**src/rtl/core/ddtw_pkg.sv**
```systemverilog
// Package for the decimal digit tile writer: widths, power-of-ten tables and state codes.
package ddtw_pkg;

  localparam int unsigned MAX_PLACES = 6;
  localparam int unsigned VAL_W      = 20;
  localparam int unsigned ADDR_W     = 16;
  localparam int unsigned DIGIT_W    = 4;
  localparam int unsigned ART_W      = 10;
  localparam int unsigned PLACE_W    = 3;

  localparam logic [ADDR_W-1:0]  POS_STRIDE = 16'd64;
  localparam logic [PLACE_W-1:0] LAST_PLACE = 3'(MAX_PLACES - 1);
  localparam logic [DIGIT_W-1:0] DIGIT_MAX  = 4'd9;

  // Sequencer states, one-hot
  typedef enum logic [3:0] {
    ST_IDLE  = 4'b0001,
    ST_SETUP = 4'b0010,
    ST_DIGIT = 4'b0100,
    ST_EMIT  = 4'b1000
  } state_e;

  // Power of ten for a place index; place 0 is the hundred-thousands
  function automatic logic [VAL_W-1:0] place_power(input logic [PLACE_W-1:0] place);
    logic [VAL_W-1:0] p;
    unique case (place)
      3'd0:    p = 20'd100000;
      3'd1:    p = 20'd10000;
      3'd2:    p = 20'd1000;
      3'd3:    p = 20'd100;
      3'd4:    p = 20'd10;
      default: p = 20'd1;
    endcase
    return p;
  endfunction

  // Overflow bound for a top place: ten times its power
  function automatic logic [VAL_W-1:0] place_bound(input logic [PLACE_W-1:0] place);
    logic [VAL_W-1:0] p;
    unique case (place)
      3'd0:    p = 20'd1000000;
      3'd1:    p = 20'd100000;
      3'd2:    p = 20'd10000;
      3'd3:    p = 20'd1000;
      3'd4:    p = 20'd100;
      default: p = 20'd10;
    endcase
    return p;
  endfunction

endpackage

```
**src/rtl/core/ddtw_in_if.sv**
```systemverilog
// Input channel: one number to convert per beat.
interface ddtw_in_if import ddtw_pkg::*; ();
  logic               valid;
  logic               ready;
  logic [VAL_W-1:0]   value;
  logic [ADDR_W-1:0]  start_address;
  logic [PLACE_W-1:0] first_place;
  logic [PLACE_W-1:0] places_less_one;
  logic               suppress_leading;

  modport source (
    output valid, value, start_address, first_place, places_less_one, suppress_leading,
    input  ready
  );
  modport sink (
    input  valid, value, start_address, first_place, places_less_one, suppress_leading,
    output ready
  );
endinterface

```
**src/rtl/core/ddtw_out_if.sv**
```systemverilog
// Output channel: one digit position record per beat.
interface ddtw_out_if import ddtw_pkg::*; ();
  logic               valid;
  logic               ready;
  logic [ADDR_W-1:0]  address;
  logic [DIGIT_W-1:0] digit;
  logic               write_enable;
  logic [ART_W-1:0]   art_offset;
  logic               last;

  modport source (
    output valid, address, digit, write_enable, art_offset, last,
    input  ready
  );
  modport sink (
    input  valid, address, digit, write_enable, art_offset, last,
    output ready
  );
endinterface

```
**src/rtl/core/decimal_digit_tile_writer_core.sv**
```systemverilog
// Top level: sequencer that turns a binary number into per-position digit records.
//
// Usage
//   in_i  : one beat per number (value, start address, top place, place count,
//           leading-zero suppress). Accepted when valid and ready are both high.
//   out_o : one beat per digit position, most significant first; last marks the
//           final position of the number.
//   Digits come from repeated subtraction of the place's power of ten in one
//   shared subtractor. A number starts with a setup step (overflow check against
//   ten times the top power), then for each position: one subtraction per unit
//   of the digit, one failing compare, and a load of the output register. A
//   saturated number skips the subtractions and emits a nine at each position.
//   A load waits while the receiver stalls the output register.
//   in_i.ready is high only while the sequencer is idle; the final record may
//   still sit in the output register while the next number is accepted.
//   A stalled receiver holds the output register and the sequencer waits.
//   Reset (rst_ni low, asynchronous) returns to idle with no output pending.
module decimal_digit_tile_writer_core import ddtw_pkg::*; (
  input  logic        clk_i,
  input  logic        rst_ni,
  ddtw_in_if.sink     in_i,
  ddtw_out_if.source  out_o
);

  state_e state_q, state_d;

  logic [VAL_W-1:0]   rem_q, rem_d;
  logic [PLACE_W-1:0] place_q, place_d;
  logic [PLACE_W-1:0] pos_q, pos_d;
  logic [PLACE_W-1:0] cnt_q, cnt_d;
  logic [DIGIT_W-1:0] digit_q, digit_d;
  logic [ADDR_W-1:0]  addr_q, addr_d;
  logic               sat_q, sat_d;
  logic               seen_q, seen_d;
  logic               sup_q, sup_d;

  // Output register
  logic               ovalid_q, ovalid_d;
  logic [ADDR_W-1:0]  oaddr_q;
  logic [DIGIT_W-1:0] odigit_q;
  logic               owe_q;
  logic               olast_q;
  logic               oload;

  // Shared unit operands
  logic [VAL_W-1:0]   sub_b;
  logic [VAL_W-1:0]   sub_diff;
  logic               sub_ge;

  // Input clamping
  logic [PLACE_W-1:0] first_c;
  logic [PLACE_W-1:0] avail;
  logic               in_fire;
  logic               nonzero;

  assign in_i.ready = (state_q == ST_IDLE);
  assign in_fire    = in_i.valid && in_i.ready;
  assign nonzero    = (digit_q != '0);

  always_comb begin
    first_c = (in_i.first_place >= PLACE_W'(MAX_PLACES)) ? LAST_PLACE : in_i.first_place;
    avail   = LAST_PLACE - first_c;
  end

  // Second operand: overflow bound during setup, place power otherwise
  assign sub_b = (state_q == ST_SETUP) ? place_bound(place_q) : place_power(place_q);

  ddtw_sub_unit u_sub (
    .a_i    (rem_q),
    .b_i    (sub_b),
    .diff_o (sub_diff),
    .ge_o   (sub_ge)
  );

  // Output slot free, or emptied this cycle
  assign oload = (state_q == ST_EMIT) && (!ovalid_q || out_o.ready);

  // Sequencer
  always_comb begin
    state_d  = state_q;
    rem_d    = rem_q;
    place_d  = place_q;
    pos_d    = pos_q;
    cnt_d    = cnt_q;
    digit_d  = digit_q;
    addr_d   = addr_q;
    sat_d    = sat_q;
    seen_d   = seen_q;
    sup_d    = sup_q;
    ovalid_d = ovalid_q && !out_o.ready;
    unique case (state_q)
      ST_IDLE: begin
        if (in_fire) begin
          rem_d   = in_i.value;
          place_d = first_c;
          cnt_d   = (in_i.places_less_one < avail) ? in_i.places_less_one : avail;
          pos_d   = '0;
          addr_d  = in_i.start_address;
          sup_d   = in_i.suppress_leading;
          seen_d  = 1'b0;
          digit_d = '0;
          state_d = ST_SETUP;
        end
      end
      ST_SETUP: begin
        sat_d   = sub_ge;
        state_d = ST_DIGIT;
      end
      ST_DIGIT: begin
        if (sat_q) begin
          digit_d = DIGIT_MAX;
          state_d = ST_EMIT;
        end else if (sub_ge) begin
          rem_d   = sub_diff;
          digit_d = digit_q + 4'd1;
        end else begin
          state_d = ST_EMIT;
        end
      end
      ST_EMIT: begin
        if (oload) begin
          ovalid_d = 1'b1;
          seen_d   = seen_q || nonzero;
          digit_d  = '0;
          if (pos_q == cnt_q) begin
            state_d = ST_IDLE;
          end else begin
            pos_d   = pos_q + 3'd1;
            place_d = place_q + 3'd1;
            addr_d  = addr_q + POS_STRIDE;
            state_d = ST_DIGIT;
          end
        end
      end
      default: state_d = ST_IDLE;
    endcase
  end

  // Control registers
  always_ff @(posedge clk_i or negedge rst_ni) begin
    if (!rst_ni) begin
      state_q  <= ST_IDLE;
      ovalid_q <= 1'b0;
      digit_q  <= '0;
      pos_q    <= '0;
      cnt_q    <= '0;
    end else begin
      state_q  <= state_d;
      ovalid_q <= ovalid_d;
      digit_q  <= digit_d;
      pos_q    <= pos_d;
      cnt_q    <= cnt_d;
    end
  end

  // Working registers
  always_ff @(posedge clk_i) begin
    rem_q   <= rem_d;
    place_q <= place_d;
    addr_q  <= addr_d;
    sat_q   <= sat_d;
    seen_q  <= seen_d;
    sup_q   <= sup_d;
  end

  // Output payload register
  always_ff @(posedge clk_i) begin
    if (oload) begin
      oaddr_q  <= addr_q;
      odigit_q <= digit_q;
      owe_q    <= !sup_q || seen_q || nonzero;
      olast_q  <= (pos_q == cnt_q);
    end
  end

  assign out_o.valid        = ovalid_q;
  assign out_o.address      = oaddr_q;
  assign out_o.digit        = odigit_q;
  assign out_o.write_enable = owe_q;
  assign out_o.art_offset   = {odigit_q, 6'b0};
  assign out_o.last         = olast_q;

  // Checks
  a_digit_range: assert property (@(posedge clk_i) disable iff (!rst_ni)
    digit_q <= DIGIT_MAX)
    else $error("digit register beyond nine");

  a_pos_bound: assert property (@(posedge clk_i) disable iff (!rst_ni)
    pos_q <= cnt_q)
    else $error("position counter past the last position");

  a_accept_setup: assert property (@(posedge clk_i) disable iff (!rst_ni)
    in_fire |=> state_q == ST_SETUP)
    else $error("accepted number did not enter setup");

  a_sat_nines: assert property (@(posedge clk_i) disable iff (!rst_ni)
    (state_q == ST_DIGIT && sat_q) |=> (state_q == ST_EMIT && digit_q == DIGIT_MAX))
    else $error("saturated number did not produce a nine");

  a_last_idle: assert property (@(posedge clk_i) disable iff (!rst_ni)
    (oload && pos_q == cnt_q) |=> (state_q == ST_IDLE && out_o.last))
    else $error("final record did not end the number");

endmodule

```
**src/rtl/core/ddtw_sub_unit.sv**
```systemverilog
// Shared subtract and compare unit used for both the overflow check and digit extraction.
module ddtw_sub_unit import ddtw_pkg::*; (
  input  logic [VAL_W-1:0] a_i,
  input  logic [VAL_W-1:0] b_i,
  output logic [VAL_W-1:0] diff_o,
  output logic             ge_o
);

  logic [VAL_W:0] full;

  // One wide subtract; no borrow means a >= b
  assign full   = {1'b0, a_i} - {1'b0, b_i};
  assign diff_o = full[VAL_W-1:0];
  assign ge_o   = ~full[VAL_W];

endmodule
```
**src/flat_wrapper.sv**
```systemverilog
// flat-port wrapper written by rule: the top's interface ports become plain ports
module decimal_digit_tile_writer_core_flat import ddtw_pkg::*;
  (clk_i, rst_ni, in_i_valid, in_i_value, in_i_start_address, in_i_first_place, in_i_places_less_one, in_i_suppress_leading, in_i_ready, out_o_valid, out_o_address, out_o_digit, out_o_write_enable, out_o_art_offset, out_o_last, out_o_ready);
  ddtw_in_if in_i_i ();
  ddtw_out_if out_o_i ();
  input  logic clk_i;
  input  logic rst_ni;
  input wire logic [$bits(in_i_i.valid)-1:0] in_i_valid;
  input wire logic [$bits(in_i_i.value)-1:0] in_i_value;
  input wire logic [$bits(in_i_i.start_address)-1:0] in_i_start_address;
  input wire logic [$bits(in_i_i.first_place)-1:0] in_i_first_place;
  input wire logic [$bits(in_i_i.places_less_one)-1:0] in_i_places_less_one;
  input wire logic [$bits(in_i_i.suppress_leading)-1:0] in_i_suppress_leading;
  output wire logic [$bits(in_i_i.ready)-1:0] in_i_ready;
  output wire logic [$bits(out_o_i.valid)-1:0] out_o_valid;
  output wire logic [$bits(out_o_i.address)-1:0] out_o_address;
  output wire logic [$bits(out_o_i.digit)-1:0] out_o_digit;
  output wire logic [$bits(out_o_i.write_enable)-1:0] out_o_write_enable;
  output wire logic [$bits(out_o_i.art_offset)-1:0] out_o_art_offset;
  output wire logic [$bits(out_o_i.last)-1:0] out_o_last;
  input wire logic [$bits(out_o_i.ready)-1:0] out_o_ready;
  assign in_i_i.valid = in_i_valid;
  assign in_i_i.value = in_i_value;
  assign in_i_i.start_address = in_i_start_address;
  assign in_i_i.first_place = in_i_first_place;
  assign in_i_i.places_less_one = in_i_places_less_one;
  assign in_i_i.suppress_leading = in_i_suppress_leading;
  assign in_i_ready = in_i_i.ready;
  assign out_o_valid = out_o_i.valid;
  assign out_o_address = out_o_i.address;
  assign out_o_digit = out_o_i.digit;
  assign out_o_write_enable = out_o_i.write_enable;
  assign out_o_art_offset = out_o_i.art_offset;
  assign out_o_last = out_o_i.last;
  assign out_o_i.ready = out_o_ready;
  decimal_digit_tile_writer_core u_core (.clk_i(clk_i), .rst_ni(rst_ni), .in_i(in_i_i), .out_o(out_o_i));
endmodule
```
**config.mk**
```make
export PLATFORM = sky130hd
export DESIGN_NAME = decimal_digit_tile_writer_core_flat
export DESIGN_NICKNAME = d
export VERILOG_FILES = /design/src/rtl/core/ddtw_pkg.sv /design/src/rtl/core/ddtw_in_if.sv /design/src/rtl/core/ddtw_out_if.sv /design/src/rtl/core/decimal_digit_tile_writer_core.sv /design/src/rtl/core/ddtw_sub_unit.sv /design/src/flat_wrapper.sv
export SDC_FILE = /design/constraint.sdc
export NUM_CORES = 1
export LEC_CHECK = 0
export ABC_AREA = 1
export BUFFER_PORTS_ARGS = -buffer_cell sky130_fd_sc_hd__buf_2
export CAP_MARGIN = 0
export CORE_UTILIZATION = 40
export CTS_BUF_LIST = sky130_fd_sc_hd__clkbuf_8
export DETAILED_ROUTE_END_ITERATION = 10
export PLACE_DENSITY_LB_ADDON = 0.12
export SYNTH_ARGS = -nofsm -noshare
export SYNTH_HDL_FRONTEND = slang
export SYNTH_SLANG_ARGS = --single-unit
```
**constraint.sdc**
```tcl
create_clock -name clk_i -period 3.3 [get_ports clk_i]
set_input_delay 0.66 -clock clk_i [delete_from_list [all_inputs] [get_ports clk_i]]
set_output_delay 0.66 -clock clk_i [all_outputs]
set_load 0.05 [all_outputs]
```
# Yosys cells after proc, flatten, opt, wreduce, memory -nomap -nowiden
# Index checks and enable logic that the tools add are counted.
# word_totals
reg_bits,79
inputBits,47
elab_cells,98
# op_classes
add_sub_neg,6
order_cmp,2
eq_ne,16
mux,37
n_bitwise,1
reduce_logical,21
# ops
operator,n
20-bit case mux with 5 select lines,1
17-bit case mux with 5 select lines,1
20-bit two-way mux,4
16-bit two-way mux,3
20-bit case mux with 2 select lines,1
4-bit two-way mux,8
16-bit case mux with 2 select lines,1
3-bit two-way mux,9
20-bit by 20-bit subtractor with 21-bit output,1
16-bit by 7-bit adder with 16-bit output (second input constant),1
4-bit case mux with 4 select lines,1
3-bit case mux with 2 select lines,2
4-bit case mux with 3 select lines,1
4-bit AND reduction,3
2-bit != test (second input constant),4
3-bit by 1-bit adder with 3-bit output (second input constant),2
3-bit by 2-bit == test with 1-bit output (second input constant),2
3-bit by 2-bit != test with 1-bit output (second input constant),2
3-bit AND reduction,2
4-bit by 1-bit adder with 4-bit output (second input constant),1
4-bit by 1-bit == test with 1-bit output (second input constant),1
4-bit by 2-bit == test with 1-bit output (second input constant),1
4-bit by 3-bit == test with 1-bit output (second input constant),1
4-bit == test (second input constant),1
other kinds (18),29

# Longest topological paths before layout
# logic_depth
ltp_word,7
mapped_depth,22
depth_no_buf,22

# By module
# A second synthesis with hierarchy kept.
# unflattened
hier_cells,700
area_unflattened_um2,5370.2
# by_module_without_submodules
module,instances,cells_each,area_per_inst_um2,seq_area_each_um2
decimal_digit_tile_writer_core,1,442,4042.6,2298.5
ddtw_sub_unit,1,258,1327.5,0.0

# Worst setup path before layout
# OpenSTA, ideal clock, no wires.
# synth_timing
path_type,reg2reg
start,register u_core.state_q[3]
end,"register u_core.rem_q[0], enable pin"
setup_ps,375
arrival_time_ps,2831
t_required_ps,2925
setup_slack_ps,94
path_stages_with_launch,14
path_buffers,1
cell_sequence,dfrtp_1 nor2_4 nand2_4 inv_1 clkbuf_1 nand2_1 ha_1 inv_1 nor3_1 nor3b_2 nand3_2 nand3_2 o21bai_1 inv_1
# synth_via
elab_chain_len,5
word_cells_on_any_way,11
cone_classes,add/sub: 1; eq/ne: 6; mux: 1; reduce/logical: 3
# synth_lines
item,line,rtl
start: declaration,decimal_digit_tile_writer_core.sv:25,"state_e state_q, state_d;"
start signal: assignment,decimal_digit_tile_writer_core.sv:148,state_q <= state_d;
4-bit by 2-bit == test with 1-bit output,decimal_digit_tile_writer_core.sv:66,assign sub_b = (state_q == ST_SETUP) ? place_bound(place_q) : place_power(place_q);
20-bit two-way mux,decimal_digit_tile_writer_core.sv:66,
20-bit by 20-bit subtractor with 21-bit output,ddtw_sub_unit.sv:12,"assign full = {1'b0, a_i} - {1'b0, b_i};"
2-bit != test (no source line),n/a,
4-bit AND reduction (no source line) *,n/a,
end signal: assignment,decimal_digit_tile_writer_core.sv:158,rem_q <= rem_d;
end: declaration,decimal_digit_tile_writer_core.sv:27,"logic [VAL_W-1:0] rem_q, rem_d;"
# Mark *: on every way between the ends. The rest lies on a longest branch, timed or not.
# A chain may end at the register's enable or synchronous reset.

# Worst setup path in the final report
# layout_timing
start,register u_core.place_q[0]
end,"register u_core.rem_q[17], enable pin"
# layout_via
elab_chain_len,6
word_cells_on_any_way,11
cone_classes,add/sub: 1; eq/ne: 5; mux: 3; reduce/logical: 2
# layout_lines
item,line,rtl
start: declaration,decimal_digit_tile_writer_core.sv:28,"logic [PLACE_W-1:0] place_q, place_d;"
start signal: assignment,decimal_digit_tile_writer_core.sv:159,place_q <= place_d;
3-bit == test (tied with other cells),"ddtw_pkg.sv:26, ddtw_pkg.sv:40",
17-bit case mux with 5 select lines or 20-bit case mux with 5 select lines (tied branches),"ddtw_pkg.sv:26, ddtw_pkg.sv:40",
20-bit two-way mux *,decimal_digit_tile_writer_core.sv:66,
20-bit by 20-bit subtractor with 21-bit output *,ddtw_sub_unit.sv:12,
2-bit != test (no source line) *,n/a,
4-bit AND reduction (no source line) *,n/a,
# Marks and branches as above.

==> results_dict.tcl <==
set metrics [dict create \
    vias 3883 \
    drive_gt1_share_pct 23.0 \
    h-tree-depth 3 \
    internal_power_uw 3010 \
    swShare_pct 47.2 \
    grt_pass1_vias 3660 \
    drv_slew 0 \
    track_usage_pct 17.8 \
    ys_seq_elements 79 \
    finalClockSkew_ps 7.22 \
    yosys_warnings 0 \
    cpMostUsedCell "nand2_1" \
    violations "DRC" \
    finalCriticalPeriod_ps 3140 \
    powerDensity_nw_per_um2 1020 \
    n_antenna_cell 0 \
    numCtsBuffers 9 \
    coreArea_um2 11600 \
    holdWs_ps 193 \
    die_w_um 112 \
    slowest_stage "edfxtp_1" \
    cp.arrival_ps 3270 \
    max_stage_delay_ps 420 \
    critical_path_class "flip-flop to flip-flop" \
    syn_inst 544 \
    avgSynthCellArea_um2 8.82 \
    relSlewSlack_pct 48.6 \
    antenna_found_initial 0 \
    path_clk_slew_ps 80 \
    via_per_inst 5.00 \
    drtIter0Drc 256 \
    worst_ep_required_time_ps 3430 \
    p_comb_share_pct 58.4 \
    worst_setup_path_end_kind "flip-flop" \
    io_pins 81 \
    p_clk_share_pct 10.8 \
    grt_overflow 0 \
    crit_family "compound AO/OA/AOI/OAI gates" \
    clk_latency_ps 370 \
    clock_sinks 79 \
    drt_first_pass_iters 7 \
    cts_max_path_buffers 2 \
    wl_per_cell_um 13.6 \
    synth.distinct_cells 44 \
    syn2layout_area_growth_pct 16.7 \
    drc 7 \
    gp_congestion 0.868 \
    p_leak_uw 0.00259 \
    fp.dieH_um 112 \
    ys_seq_area_share_pct 47.9 \
    nFillCells 1126 \
    ir_drop_mv 0.381 \
    drtAntennaViolNets 0 \
    start_kind "flip-flop" \
    power.switching_uw 2700 \
    setup_viol 0 \
    worstPathBufferInverterCount 5 \
    grt_pass1_wl_mm 17.4 \
    start_util_pct 41.5 \
    hpwl_mm 7.85 \
    path_cells "inv_1, ha_1, nand2_1, inv_2, nor2_2, nand2_1, a21oi_1, ha_1, a21oi_2, o21ai_0, inv_1, nand2_1, nand2_1, nand3_2, o21bai_1, inv_1, buf_12" \
    cap_violations 0 \
    cts_tree "done" \
    critPathMaxFanout 20 \
    final_cell_mix "nand2_1 (138), buf_2 (74), edfxtp_1 (64), inv_1 (61), nor2_1 (41)" \
    fin_crit_sh_pct 95.1 \
    max_freq_mhz 318 \
    root_buffer "clkbuf_8" \
    p_total_uw 5710 \
    fin_nets 706 \
    hold_class "input port to async pin" \
    worstMarginPinSlew_ps 769 \
    fp.dieArea_um2 12400 \
    final_common_cell "nand2_1" \
    outcome "complete, but fails checks" \
    numPortBuffers 74 \
    sequentialPowerShare_pct 30.7 \
    synthesis.area_um2 4800 \
    wirelength_mm 10.6 \
    cts_hold_buf 0 \
    rows 39 \
    grt_max_degree 31 \
    finalHoldViolations 0 \
]
synth_stat cells (all sizes together):
library cell | n | share of area [%]
nand2 | 149 | 13
inv | 66 | 5.2
edfxtp | 64 | 40
nor2 | 46 | 4.0
o21ai | 39 | 4.2
nand3 | 36 | 4.2
ha | 27 | 7.0
a21oi | 23 | 2.6
dfrtp | 14 | 7.3
buf | 11 | 1.7
nand4 | 9 | 1.3
xnor2 | 9 | 1.6
xor2 | 8 | 1.5
clkbuf | 7 | 0.55
nor3 | 6 | 0.73
o21bai | 5 | 0.78
o31ai | 4 | 0.63
a31oi | 3 | 0.39
o211ai | 3 | 0.47
a21o | 2 | 0.31
a32o | 2 | 0.42
nand3b | 2 | 0.39
and2 | 1 | 0.13
conb | 1 | 0.078
dfstp | 1 | 0.55
fa | 1 | 0.42
mux2 | 1 | 0.23
nor3b | 1 | 0.26
nor4 | 1 | 0.13
nor4b | 1 | 0.18
o22ai | 1 | 0.13
worst paths after layout:
path                       cells past startpoint                      end  slack (ps)               from
setup / recovery                              17         u_core.rem_q[17]         160  u_core.place_q[0]
hold / removal                                 1        u_core.digit_q[0]         190             rst_ni
setup reg to reg                              17         u_core.rem_q[17]         160  u_core.place_q[0]
hold reg to reg                                0  u_core.out_o.address[0]         420   u_core.addr_q[0]
max in group asynchronous                      1        u_core.state_q[0]        2800             rst_ni
min in group clk_i                             0  u_core.out_o.address[0]         420   u_core.addr_q[0]
power by group through the flow:
stage | clock (µW) | sequential (µW) | combinational [µW]
3_5_place_dp | 0 | 1770 | 3130
5_1_grt | 684 | 1800 | 3790
2_1_floorplan | 0 | 1750 | 2350
4_1_cts | 643 | 1750 | 3170
6_report | 620 | 1760 | 3340
3_3_place_gp | 0 | 1760 | 3110
sequential cells by signal, summed over array words and instances, names as in the netlist:
signal / count
u_core.pos_q: 3
u_core.rem_q: 20
u_core.out_o.valid: 1
u_core.out_o.write_enable: 1
u_core.sat_q: 1
u_core.place_q: 3
u_core.addr_q: 16
u_core.out_o.digit: 4
u_core.cnt_q: 3
u_core.out_o.address: 16
u_core.digit_q: 4
u_core.seen_q: 1
u_core.sup_q: 1
u_core.state_q: 4
u_core.out_o.last: 1
kinds of logic after synthesis:
group	share of synthesized area (%)
other	0.0782
XOR/XNOR	3.10
buffers and inverters	7.38
adder cells (fa/ha/maj)	7.46
flip-flops	47.9
multiplexers	0.235
AND/OR/NAND/NOR	23.9
AO/OA/AOI/OAI	9.99
repair_timing:
item / 4_1_cts / 5_1_grt
buffers inserted: 0 / 8
pin swaps: 0 / 5
endpoints found under the setup margin: 1 / 31
resized for setup: 1 / 15
per-layer routing:
layer / global-route usage, % / share of wire, % / vias up
met5: 0 / 0 / -
met4: 8.56 / 2.2 / 0
met3: 3.59 / 4.1 / 14
met2: 27.8 / 46 / 86
met1: 23.9 / 47 / 1806
li1: - / - / 1977
worst reg2reg max path: stages, from the launching register on:
cell	delay (ps)
edfxtp_1	420
inv_1	90
ha_1	190
nand2_1	150
inv_2	80
nor2_2	120
nand2_1	60
a21oi_1	260
ha_1	350
a21oi_2	220
o21ai_0	150
inv_1	130
nand2_1	70
nand2_1	110
nand3_2	90
o21bai_1	130
inv_1	80
buf_12	170
layout make-up:
cell class	count	area, µm²	share of cell area [%]
flip-flops and latches	79	2300	41.0
clock buffers	9	124	2.21
repair buffers	89	495	8.85
inverters	66	251	4.49
multi-input cells	386	2220	39.7
well taps	143	179	3.19
clock inverters	5	28.8	0.514
per-stage QoR:
step / TNS [ps] / std cells / area, µm² / util (%) / setup WS, ps
finish: 0 / 777 / 5600 / 48.4 / 160
global route: -149 / 777 / 5600 / 48.4 / -58.3
detailed placement: -15.3 / 755 / 5330 / 46.1 / -15.3
CTS: 0 / 769 / 5490 / 47.4 / 26.9
global placement: 0 / 755 / 5330 / 46.1 / 99.8
floorplan: 0 / 549 / 4820 / - / 94.5
(Power assumes the default switching activity.)
